`src/kcr_pkg.sv`:
```
// kcr_pkg: shared types, constants and helpers of the keyframe color ramp.
`timescale 1ns / 1ps

package kcr_pkg;

  // Defaults for the top-level parameters.
  localparam int DEF_MAX_SEGMENTS = 64;
  localparam int DEF_FRAC_BITS    = 16;

  // Fixed geometry of a path segment and of the fixed-point state.
  localparam int WPS     = 7;   // words per segment
  localparam int WORD_W  = 16;
  localparam int ACC_W   = 26;
  localparam int CFG_W   = 8;
  localparam int CIDX_W  = 2;
  localparam int SS_W    = 6;
  localparam int LOOP_W  = 8;
  localparam int SF_W    = 8;
  localparam int WIDX_W  = 9;
  localparam int DELTA_W = 16;
  localparam int LVL_W   = 8;

  localparam logic signed [63:0] ACC_MAX = (64'sd1 <<< (ACC_W - 1)) - 64'sd1;
  localparam logic signed [63:0] ACC_MIN = -(64'sd1 <<< (ACC_W - 1));

  // Input word modes.
  localparam logic MODE_WRITE = 1'b0;
  localparam logic MODE_TICK  = 1'b1;

  // Configuration register indexes.
  localparam logic [CIDX_W-1:0] CFG_LOOP_COUNT     = 2'd0;
  localparam logic [CIDX_W-1:0] CFG_START_SEGMENT  = 2'd1;
  localparam logic [CIDX_W-1:0] CFG_START_FRACTION = 2'd2;

  typedef struct packed {
    logic                     mode;
    logic [WIDX_W-1:0]        word_index;
    logic signed [WORD_W-1:0] word_value;
    logic [DELTA_W-1:0]       delta_time;
    logic                     hold_color;
  } kcr_in_word_t;

  typedef struct packed {
    logic [LVL_W-1:0] red;
    logic [LVL_W-1:0] green;
    logic [LVL_W-1:0] blue;
    logic             color_valid;
    logic             finished;
  } kcr_out_word_t;

  typedef struct packed {
    logic [CIDX_W-1:0] index;
    logic [CFG_W-1:0]  value;
  } kcr_cfg_word_t;

  typedef enum logic [4:0] {
    ST_IDLE,
    ST_TICK,
    ST_CHECK,
    ST_LD_ADDR,
    ST_LD_RANGE,
    ST_LD_MARK,
    ST_LD_END,
    ST_LD_RD,
    ST_LD_CAP,
    ST_LD_SET,
    ST_DIV_GO,
    ST_DIV_WAIT,
    ST_FRAC,
    ST_MV_MUL,
    ST_MV_ADD,
    ST_MV_TIME,
    ST_EMIT,
    ST_FINISH
  } kcr_state_t;

  // Controller to datapath.
  typedef struct packed {
    logic       ram_wr;       // write path word from the input port
    logic       cap_in;       // latch delta and hold of a tick
    logic       tick_init;    // first tick after reset or a register write
    logic       ld_addr;      // form the next segment address
    logic       rd_en;        // read path word at segment address + word_ofs
    logic       cap_word;     // capture read data into segment word word_ofs
    logic [2:0] word_ofs;
    logic       ld_wrap;      // end marker: count a pass, go to segment 0
    logic       ld_set;       // load colors and time from captured segment
    logic       div_start;
    logic       div_store;
    logic [1:0] chan;         // color channel for divide and move
    logic       frac_mul;     // elapsed time of the start fraction
    logic       mv_mul;
    logic       mv_add;
    logic       mv_time;
    logic       mv_use_e;     // move by start-fraction time, else by delta
    logic       emit;
    logic       emit_finish;
  } kcr_cmd_t;

  // Datapath to controller.
  typedef struct packed {
    logic finished;
    logic started;
    logic frac_nonzero;
    logic time_nonpos;
    logic end_range;
    logic mark_neg;
    logic loops_is_one;
    logic dur_zero;
    logic div_done;
    logic div_busy;
    logic out_free;
    logic hold;
  } kcr_sts_t;

  // Clamp to the signed accumulator range.
  function automatic logic signed [ACC_W-1:0] sat_acc(input logic signed [63:0] x);
    if (x > ACC_MAX) begin
      sat_acc = ACC_W'(ACC_MAX);
    end else if (x < ACC_MIN) begin
      sat_acc = ACC_W'(ACC_MIN);
    end else begin
      sat_acc = ACC_W'(x);
    end
  endfunction

endpackage

```
`src/kcr_ctrl.sv`:
```
// kcr_ctrl: sequencer of the color ramp, one input word at a time.
`timescale 1ns / 1ps

module kcr_ctrl (
  input  logic              clk,
  input  logic              rst_n,
  input  logic              in_valid,
  input  logic              in_mode,
  output logic              in_ready,
  input  kcr_pkg::kcr_sts_t sts,
  output kcr_pkg::kcr_cmd_t cmd
);
  import kcr_pkg::*;

  kcr_state_t state_r, state_nxt;
  logic [1:0] chan_r, chan_nxt;
  logic [2:0] cnt_r, cnt_nxt;
  logic       use_e_r, use_e_nxt;
  logic       start_ld_r, start_ld_nxt;

  always_ff @(posedge clk) begin
    if (!rst_n) begin
      state_r    <= ST_IDLE;
      chan_r     <= '0;
      cnt_r      <= '0;
      use_e_r    <= 1'b0;
      start_ld_r <= 1'b0;
    end else begin
      state_r    <= state_nxt;
      chan_r     <= chan_nxt;
      cnt_r      <= cnt_nxt;
      use_e_r    <= use_e_nxt;
      start_ld_r <= start_ld_nxt;
    end
  end

  always_comb begin
    state_nxt    = state_r;
    chan_nxt     = chan_r;
    cnt_nxt      = cnt_r;
    use_e_nxt    = use_e_r;
    start_ld_nxt = start_ld_r;
    cmd          = '0;
    cmd.chan     = chan_r;
    cmd.word_ofs = cnt_r;
    cmd.mv_use_e = use_e_r;
    in_ready     = 1'b0;

    unique case (state_r)
      ST_IDLE: begin
        in_ready = 1'b1;
        if (in_valid) begin
          if (in_mode == MODE_TICK) begin
            cmd.cap_in = 1'b1;
            state_nxt  = ST_TICK;
          end else begin
            cmd.ram_wr = 1'b1;
          end
        end
      end
      ST_TICK: begin
        if (sts.finished) begin
          state_nxt = ST_FINISH;
        end else if (!sts.started) begin
          cmd.tick_init = 1'b1;
          if (sts.frac_nonzero) begin
            start_ld_nxt = 1'b1;
            state_nxt    = ST_LD_ADDR;
          end else begin
            state_nxt = ST_CHECK;
          end
        end else begin
          state_nxt = ST_CHECK;
        end
      end
      ST_CHECK: begin
        if (sts.time_nonpos) begin
          start_ld_nxt = 1'b0;
          state_nxt    = ST_LD_ADDR;
        end else begin
          state_nxt = ST_EMIT;
        end
      end
      ST_LD_ADDR: begin
        cmd.ld_addr = 1'b1;
        cnt_nxt     = '0;
        state_nxt   = ST_LD_RANGE;
      end
      ST_LD_RANGE: begin
        if (sts.end_range) begin
          state_nxt = ST_LD_END;
        end else begin
          cmd.rd_en = 1'b1;
          state_nxt = ST_LD_MARK;
        end
      end
      ST_LD_MARK: begin
        state_nxt = sts.mark_neg ? ST_LD_END : ST_LD_RD;
      end
      ST_LD_END: begin
        if (sts.loops_is_one) begin
          state_nxt = ST_FINISH;
        end else begin
          cmd.ld_wrap = 1'b1;
          state_nxt   = ST_LD_RD;
        end
      end
      ST_LD_RD: begin
        cmd.rd_en = 1'b1;
        state_nxt = ST_LD_CAP;
      end
      ST_LD_CAP: begin
        cmd.cap_word = 1'b1;
        if (cnt_r == 3'(WPS - 1)) begin
          state_nxt = ST_LD_SET;
        end else begin
          cnt_nxt   = cnt_r + 3'd1;
          state_nxt = ST_LD_RD;
        end
      end
      ST_LD_SET: begin
        cmd.ld_set = 1'b1;
        if (sts.dur_zero) begin
          state_nxt = start_ld_r ? ST_FRAC : ST_EMIT;
        end else begin
          chan_nxt  = '0;
          state_nxt = ST_DIV_GO;
        end
      end
      ST_DIV_GO: begin
        cmd.div_start = 1'b1;
        state_nxt     = ST_DIV_WAIT;
      end
      ST_DIV_WAIT: begin
        if (sts.div_done) begin
          cmd.div_store = 1'b1;
          if (chan_r == 2'd2) begin
            state_nxt = start_ld_r ? ST_FRAC : ST_EMIT;
          end else begin
            chan_nxt  = chan_r + 2'd1;
            state_nxt = ST_DIV_GO;
          end
        end
      end
      ST_FRAC: begin
        cmd.frac_mul = 1'b1;
        use_e_nxt    = 1'b1;
        chan_nxt     = '0;
        state_nxt    = ST_MV_MUL;
      end
      ST_MV_MUL: begin
        cmd.mv_mul = 1'b1;
        state_nxt  = ST_MV_ADD;
      end
      ST_MV_ADD: begin
        cmd.mv_add = 1'b1;
        if (chan_r == 2'd2) begin
          state_nxt = ST_MV_TIME;
        end else begin
          chan_nxt  = chan_r + 2'd1;
          state_nxt = ST_MV_MUL;
        end
      end
      ST_MV_TIME: begin
        cmd.mv_time = 1'b1;
        state_nxt   = use_e_r ? ST_CHECK : ST_IDLE;
      end
      ST_EMIT: begin
        if (sts.out_free) begin
          cmd.emit = 1'b1;
          if (sts.hold) begin
            state_nxt = ST_IDLE;
          end else begin
            use_e_nxt = 1'b0;
            chan_nxt  = '0;
            state_nxt = ST_MV_MUL;
          end
        end
      end
      ST_FINISH: begin
        if (sts.out_free) begin
          cmd.emit_finish = 1'b1;
          state_nxt       = ST_IDLE;
        end
      end
      default: begin
        state_nxt = ST_IDLE;
      end
    endcase
  end
endmodule
```
`config.mk`:
```
export PLATFORM = sky130hd
export DESIGN_NAME = kcr_ctrl
export DESIGN_NICKNAME = d
export VERILOG_FILES = /design/src/kcr_pkg.sv /design/src/kcr_ctrl.sv
export SDC_FILE = /design/constraint.sdc
export NUM_CORES = 1
export LEC_CHECK = 0
export BUFFER_PORTS_ARGS = -buffer_cell sky130_fd_sc_hd__buf_2
export CAP_MARGIN = 20
export CORE_MARGIN = 1
export CORE_UTILIZATION = 45
export CTS_CLUSTER_SIZE = 28
export DETAILED_ROUTE_END_ITERATION = 6
export PLACE_DENSITY = 0.75
export SLEW_MARGIN = 25
export SYNTH_ARGS = -nofsm -noshare
export SYNTH_HDL_FRONTEND = slang
export SYNTH_SLANG_ARGS = --single-unit
```
`constraint.sdc`:
```
create_clock -name clk -period 1.75 [get_ports clk]
set_input_delay 0.175 -clock clk [delete_from_list [all_inputs] [get_ports clk]]
set_output_delay 0.175 -clock clk [all_outputs]
set_load 0.005 [all_outputs]
```
==> results of run 1 <==
[per-stage QoR]
step	cell area [µm²]	setup TNS, ns	util	total power, mW	setup WS, ns
2_1_floorplan	1120	0	-	0.574	0.0531
3_3_place_gp	1470	-0.0552	0.647	0.743	-0.0552
3_5_place_dp	1470	-0.0937	0.647	0.758	-0.0937
4_1_cts	1600	0	0.701	1.06	0.0103
5_1_grt	1700	-0.204	0.745	1.22	-0.0458
6_report	1700	-0.0175	0.745	1.15	-0.0122
[logic make-up after synthesis]
kind of cell,count (synthesis)
xor+xnor,2
buf+inv,22
fa+ha+maj,3
compound gates,41
simple gates,84
flops,12
mux,1
[report_power, final]
group / total [mW] / internal (mW) / switching (mW)
registers: 0.323 / 0.293 / 0.0301
clock network: 0.235 / 0.127 / 0.108
logic: 0.595 / 0.291 / 0.304
[cells in the mapped netlist (3+ instances only)]
master and instances:
clkbuf_1 4, nand4_1 3, nor2b_1 7, and3_1 3, inv_1 11, a31oi_1 3, ha_1 3, buf_2 3
nand2b_1 8, o21ai_0 9, dfxtp_1 12, nor3_1 10, nand2_1 14, nor3b_1 4, nand3_1 5, nor2_1 16
or3_1 4, a21oi_1 14
[how the worst max path moves through the flow]
stage                          start         end  depth (start not counted)
final                     state_r[1]  state_r[0]                          7
after global routing      state_r[1]  state_r[1]                          6
after CTS                 state_r[2]  state_r[0]                          7
after detailed placement  state_r[1]  state_r[0]                          7
after global placement    state_r[1]  state_r[0]                          7
after floorplan             cnt_r[0]  state_r[1]                          6
[repair_timing]
item	4_1_cts	5_1_grt
setup endpoints to repair	12	15
setup buffers	5	1
resized for setup	15	27
pin swaps	4	7
cloned	1	0
[area by class of cell]
| cell class | instances | share of cell area |
|---|---|---|
| timing repair buffer | 67 | 0.258 |
| clock buffer | 4 | 0.0214 |
| inverter | 11 | 0.0244 |
| tap | 28 | 0.0207 |
| multi-input combinational | 131 | 0.525 |
| sequential | 12 | 0.151 |
[worst max-delay path, delay by kind of cell, from the launching register on]
kind / cells / cell delay, ns
AOI/OAI and AO/OA: 2 / 0.37
and+or+nand+nor: 3 / 0.55
buffers and inverters: 2 / 0.36
DFF: 1 / 0.37
[flip-flops by register name, indices dropped and copies added (netlist names)]
register / flops
start_ld_r: 1
chan_r: 2
cnt_r: 3
state_r: 5
use_e_r: 1
[routing by layer]
metal,GRT usage,share of wire
met2,0.524,0.48
met5,0,0
met1,0.407,0.40
met4,0.153,0.032
met3,0.0351,0.089
==> flow_summary.toml, run 1 <==
[floorplan]
dieHeight_um = 52.0
start_util = 0.494
die_x_um = 52.0
io_pins = 39
die_area_um2 = 2700
core-area_um2 = 2280
rows = 17

[logic_synthesis]
synth_top_area_frac = 0.214
synth_top_family_by_area = "simple AND/OR/NAND/NOR gates"
synth-edff-count = 0
synth_adder_area_share = 0.0334
synthFlopType = "dfxtp_1"
syn_nets = 184
ys_warn_count = 0
synthMuxAreaShare = 0.00890
synth_area_leaders = "dfxtp_1 21%, a21oi_1 6.2%, nor2_1 5.3%"
synth_compound_area_frac = 0.241
yosys.area.top_type = "dfxtp_1"
ys_seq_area_frac = 0.214
synthArstFlopShare = 0
synthXorXnorAreaFrac = 0.0156
synthCells = 165
avgSynthCellArea_um2 = 6.82
synth_seq_cells = 12
synth_area_um2 = 1120
synthSimpleGateAreaFrac = 0.404
ys_types = 45

[cts]
htreeDepth = 1
clock-root-buffer = "clkbuf_4"
cts_made_buffers = 3
postCtsHoldBufs = 0
clk_latency_ns = 0.29
cts_tree = "built"
cts_num_sinks = 12
clock_path_buffers = 2
cts.clk_slew.worst_paths_ns = 0.08

[finish]
regArea_um2 = 255
fin_nets = 245
fill_cells = 175
layout_commonest_cell = "buf_2"
final_cell_mix = "38 x buf_2, 23 x buf_4, 16 x nor2_1"
drive_gt1_frac = 0.449
multiInputGateArea_um2 = 890
syn_to_final_growth_pct = 50.7
instances_no_fill = 253
n_antenna_cell = 0

[setup_path]
reg2reg_depth = 7
cpMostUsedCell = "buf_4"
r2r_start = "state_r[1]"
start_kind = "flop"
critPathCaptureType = "flop"
r2r_slack_ns = -0.01
worstPathCellList = "buf_4 > nor3_1 > buf_4 > and3_1 > o21ai_1 > nand2b_1 > o21ai_0"
cp.arrival_ns = 1.94
critical_path_peak_fanout = 15
regToRegEndpoint = "state_r[0]"
worstPathRequired_ns = 1.93
crit_type = "reg -> reg"
cp_slowest_cell = "dfxtp_4"
cp_slowest_stage_delay_ns = 0.37

[global_route]
grt_pass1_vias = 1359
antenna_found_initial = 0
grt_overflow_total = 0
track_usage = 0.318
grt_pass1_wl_mm = 6.27
grt_max_degree = 16

[sta]
setup_viol = 2
clock_skew_ns = 0.00378
drv_slew = 0
timing.hold.ws_ns = 0.193
worst_pin_slew_ns = 0.393
finalCriticalPeriod_ns = 1.76
fmax_ghz = 0.567
relSlewSlack = 0.736
fin_ws_ns = -0.0122
finalCritPeriodShare = 1.01
rsz0062_at_grt = "true"
hold_violations = 0

[hold_path]
hold_path_end = "state_r[1]"
hp-class = "in -> reg"
holdPathStages = 2
holdCritStartpoint = "rst_n"

[flow_run]
maxCapViolCount = 0

[outcome]
violations = "setup timing"
status = "finished with violations"

[drt]
dr_total_vias = 1510
wl_per_cell_um = 16.1
drtIter0Drc = 64
ant_nets = 0
first_pass_iters = 4
drc = 0
viasPerCell = 5.97
totalWireLength_mm = 4.08

[pwr]
p_per_area_nw_per_um2 = 680
ir_worst_vdd_v = 0.000601
leakage_nw = 0.811

[placement]
gp_congestion = 0.971
hpwl_mm = 2.75
placed_cells = 243
port_buffers = 37
Power figures use the tool's default switching activity.
==> inputs of run 2 (changes only) <==
Settings changed: SETUP_SLACK_MARGIN set to 0.15.
==> run 2 against run 1 <==
The flow still finishes with violations (setup timing). Register-to-register slack worse by 0.17 ns. Sequential share of layout area shrank 2.7 points. Highest routed layer unchanged. Via count grew 30%. Critical path depth decreased by 1. Final cell count up 9.1%. Largest cell class unchanged. Die area unchanged. First-iteration DRC count rose to 3.1 times the previous value. Critical endpoint unchanged. Power increased by 27%.
==> flow_summary.toml, run 2 (synthesized netlist as in run 1, its figures left out) <==
[outcome]
status = "finished with violations"
violations = "setup timing"

[finish]
layout_commonest_cell = "buf_2"
drive_gt1_frac = 0.621
fin_nets = 268
syn_to_final_growth_pct = 91.1
reg_top3 = "state_r x5, cnt_r x3, chan_r x2"
n_antenna_cell = 0
largest_register_ffs = 5
top_register = "state_r"
final_cell_mix = "35 x buf_2, 33 x buf_4, 18 x buf_6"
instances_no_fill = 276
design_area_um2 = 2150

[sta]
setup_viol = 11
clock_skew_ns = 0.0147
worst_pin_slew_ns = 0.738
fmax_ghz = 0.516
finalCriticalPeriod_ns = 1.94
relSlewSlack = 0.507
tns_ns = -0.813
drv_slew = 0
fin_ws_ns = -0.186
finalCritPeriodShare = 1.11
hold_violations = 0
rsz0062_at_grt = "true"

[pwr]
p_per_area_nw_per_um2 = 683
leakage_nw = 0.992
ir_worst_vdd_v = 0.000658

[cts]
clk_latency_ns = 0.31
clock-root-buffer = "clkbuf_4"
cts_made_buffers = 3
clock_path_buffers = 2
cts_num_sinks = 12
htreeDepth = 1
cts.clk_slew.worst_paths_ns = 0.10
cts_tree = "built"

[setup_path]
reg2reg_depth = 6
start_kind = "flop"
worstPathRequired_ns = 1.98
critPathCaptureType = "flop"
crit_type = "reg -> reg"
cp.arrival_ns = 2.16
critical_path_peak_fanout = 6

[drt]
drc = 0
dr_total_vias = 1956
totalWireLength_mm = 6.89
first_pass_iters = 5
viasPerCell = 7.09
ant_nets = 0
drtIter0Drc = 199
wl_per_cell_um = 25.0

[floorplan]
die_x_um = 52.0
core-area_um2 = 2280
start_util = 0.494
die_area_um2 = 2700
dieHeight_um = 52.0
rows = 17
io_pins = 39

[global_route]
grt_overflow_total = 0
grt_pass1_vias = 1571
grt_pass1_wl_mm = 7.16
antenna_found_initial = 0
grt_max_degree = 11
track_usage = 0.372

[placement]
hpwl_mm = 2.67
placed_cells = 241
place_ws_ns = 0.0271
placed_area_um2 = 1480
gp_congestion = 0.964
port_buffers = 37

[flow_run]
maxCapViolCount = 0

[hold_path]
holdPathStages = 2
hp-class = "in -> reg"
## run 2: cell count changes in the layout (fill, tap and decap cells not counted), sizes merged
cell,delta
clkbuf,+1
buf,+22
## run 2: layout make-up
| type | instances | area (µm²) |
|---|---|---|
| clock buffer | 4 | 36.3 |
| timing repair buffer | 90 | 696 |
| tap | 28 | 35.0 |
| sequential | 12 | 265 |
| fill | 67 | 126 |
| multi-input combinational | 131 | 1070 |
| inverter | 11 | 43.8 |
## run 2: report_power, final
| part | switching (mW) | internal, mW |
|---|---|---|
| Sequential | 0.0337 | 0.291 |
| Combinational | 0.461 | 0.428 |
| Clock | 0.129 | 0.127 |
| Total | 0.623 | 0.846 |
## run 2: what timing repair did
item,in CTS,in global routing
hold buffers,0,0
buffers inserted,19,11
gates cloned,0,1
pin swaps,15,16
endpoints found under the setup margin,23,24
resized for setup,47,49
## run 2: critical path, stage by stage, from the launching register on
cell and delay (ns):
dfxtp_4 0.37, buf_4 0.16, nand2b_1 0.10, nand2b_4 0.18
a2111oi_1 0.70, nor4_2 0.13, o21ai_1 0.22
## run 2: routing by layer
layer  track usage  routed length [µm]
met1         0.423                2170
met2         0.607                2900
met3        0.0877                1070
met4         0.252                 753
met5             0                   0
## run 2: worst paths after layout
| check | startpoint | slack [ns] | endpoint |
|---|---|---|---|
| setup reg to reg | state_r[2] | -0.19 | state_r[0] |
| hold reg to reg | chan_r[1] | 0.50 | chan_r[1] |
| setup / recovery | state_r[2] | -0.19 | state_r[0] |
| hold / removal | rst_n | 0.20 | state_r[4] |
## run 2: per-stage QoR
step / util / total power, mW / hold WS [ns]
after detailed placement: 0.649 / 0.763 / 0.478
after CTS: 0.813 / 1.21 / 0.179
final: 0.944 / 1.47 / 0.197
after floorplan: - / 0.584 / 0.381
after global placement: 0.649 / 0.751 / 0.456
after global routing: 0.944 / 1.49 / 0.200
==> inputs of run 3 (changes only) <==
Settings changed: CORE_MARGIN 1 to 5.
==> run 3 against run 2 <==
The flow still finishes with violations (setup timing). Routed wire length increased by 4.7%. Combinational power increased by 5.9%. Global-route usage decreased by 8.0 points. Via count increased by 0.15%. Setup slack improved by 0.018 ns. Utilization decreased by 1.9 points. First-iteration DRC count increased by 120%. Design area increased by 4.7%. Die area increased by 33%. Critical path type unchanged.
==> flow_summary.toml, run 3 (synthesized netlist as in run 1, its figures left out) <==
[outcome]
status = "finished with violations"
violations = "setup timing"

[sta]
fin_ws_ns = -0.168
rsz0062_at_grt = "true"
finalCritPeriodShare = 1.10
hold_violations = 0
fmax_ghz = 0.521
drv_slew = 0
worst_pin_slew_ns = 0.409
setup_viol = 11
relSlewSlack = 0.724
clock_skew_ns = 0.00670
finalCriticalPeriod_ns = 1.92

[cts]
cts_made_buffers = 3
clock_path_buffers = 2
cts_tree = "built"
clk_latency_ns = 0.30
htreeDepth = 1
clock-root-buffer = "clkbuf_4"
postCtsHoldBufs = 0
cts.clk_slew.worst_paths_ns = 0.09
cts_num_sinks = 12

[finish]
largest_register_ffs = 5
fill_cells = 77
syn_to_final_growth_pct = 100
n_antenna_cell = 0
reg_top3 = "state_r x5, cnt_r x3, chan_r x2"
layout_commonest_cell = "buf_4"
drive_gt1_frac = 0.643
final_cell_mix = "37 x buf_4, 34 x buf_2, 23 x buf_6"
instances_no_fill = 285
design_area_um2 = 2250
top_register = "state_r"
fin_nets = 275

[global_route]
antenna_found_initial = 0
grt_pass1_wl_mm = 7.87
grt_max_degree = 12
track_usage = 0.292
grt_overflow_total = 0
grt_pass1_vias = 1618

[drt]
drc = 0
totalWireLength_mm = 7.21
wl_per_cell_um = 25.3
drtIter0Drc = 428
dr_total_vias = 1959
first_pass_iters = 5
viasPerCell = 6.87
ant_nets = 0

[floorplan]
io_pins = 39
die_x_um = 60.0
start_util = 0.462
die_area_um2 = 3600
rows = 18
core-area_um2 = 2430
dieHeight_um = 60.0

[hold_path]
hp-class = "in -> reg"
holdCritStartpoint = "rst_n"
hold_path_end = "state_r[4]"
holdPathStages = 2

[placement]
gp_congestion = 0.944
port_buffers = 37
hpwl_mm = 2.92
place_ws_ns = 0.0193
placed_area_um2 = 1460
placed_cells = 241

[setup_path]
cp_slowest_stage_delay_ns = 0.39
critical_path_peak_fanout = 9
cp_slowest_cell = "dfxtp_4"
cp_top_family = "simple AND/OR/NAND/NOR gates"
start_kind = "flop"
r2r_start = "state_r[0]"
r2r_slack_ns = -0.17
crit_type = "reg -> reg"
path_buf_inv = 3
reg2reg_depth = 7
worstPathRequired_ns = 1.97
worstPathCellList = "buf_6 > buf_6 > buf_4 > xor2_1 > nand4_1 > or2_2 > mux2i_1"
regToRegEndpoint = "chan_r[1]"
cpMostUsedCell = "buf_6"
cp.arrival_ns = 2.13
critPathCaptureType = "flop"

[flow_run]
maxCapViolCount = 0

[pwr]
leakage_nw = 1.01
p_per_area_nw_per_um2 = 670
ir_worst_vdd_v = 0.000915
==> run 3: cell count changes in the layout (fill, tap and decap cells not counted), sizes merged <==
cell / change
buf: +7
==> run 3: power breakdown <==
| group | leakage [nW] | internal (mW) | total, mW | switching [mW] |
|---|---|---|---|---|
| registers | 0.102 | 0.292 | 0.324 | 0.0314 |
| logic | 0.886 | 0.469 | 0.940 | 0.471 |
| clock network | 0.0210 | 0.127 | 0.245 | 0.118 |
| total | 1.01 | 0.888 | 1.51 | 0.620 |
==> run 3: cell type report <==
| cell class | instances | area, µm² | share of cell area |
|---|---|---|---|
| Clock buffer | 4 | 36.3 | 0.0161 |
| Inverter | 11 | 46.3 | 0.0206 |
| Multi-Input combinational cell | 131 | 1110 | 0.492 |
| Sequential cell | 12 | 262 | 0.116 |
| Tap cell | 30 | 37.5 | 0.0167 |
| Timing Repair Buffer | 97 | 762 | 0.339 |
==> run 3: worst max path at each step <==
stage	startpoint	to	slack, ns	cells after the start
detailed placement	state_r[1]	state_r[0]	0.02	7
floorplan	state_r[4]	cnt_r[2]	0.14	5
global route	state_r[1]	cmd[21]	-0.19	6
finish	state_r[0]	chan_r[1]	-0.17	7
global placement	state_r[1]	state_r[0]	0.02	7
CTS	state_r[1]	cmd[20]	-0.006	5
==> run 3: repair_timing <==
action                     CTS  global route
buffers inserted            21            18
gates cloned                 0             1
pin swaps                   11            20
resized for setup           48            54
setup endpoints to repair   22            27
==> run 3: stage by stage <==
step           hold slack, ns  power [mW]   TNS, ns  utilization
2_1_floorplan           0.381       0.584         0            -
4_1_cts                 0.176        1.19  -0.00612        0.758
6_report                0.198        1.51    -0.686        0.925
3_5_place_dp            0.482       0.761         0        0.602
5_1_grt                 0.187        1.55     -1.48        0.925
3_3_place_gp            0.462       0.749         0        0.602
==> run 3: metal layers <==
metal,global-route usage,routed length (µm),vias to the layer above
met1,0.334,2550,902
met4,0.146,527,0
met5,0,0,-
met2,0.497,3210,210
met3,0.0734,923,76
li1,-,-,771
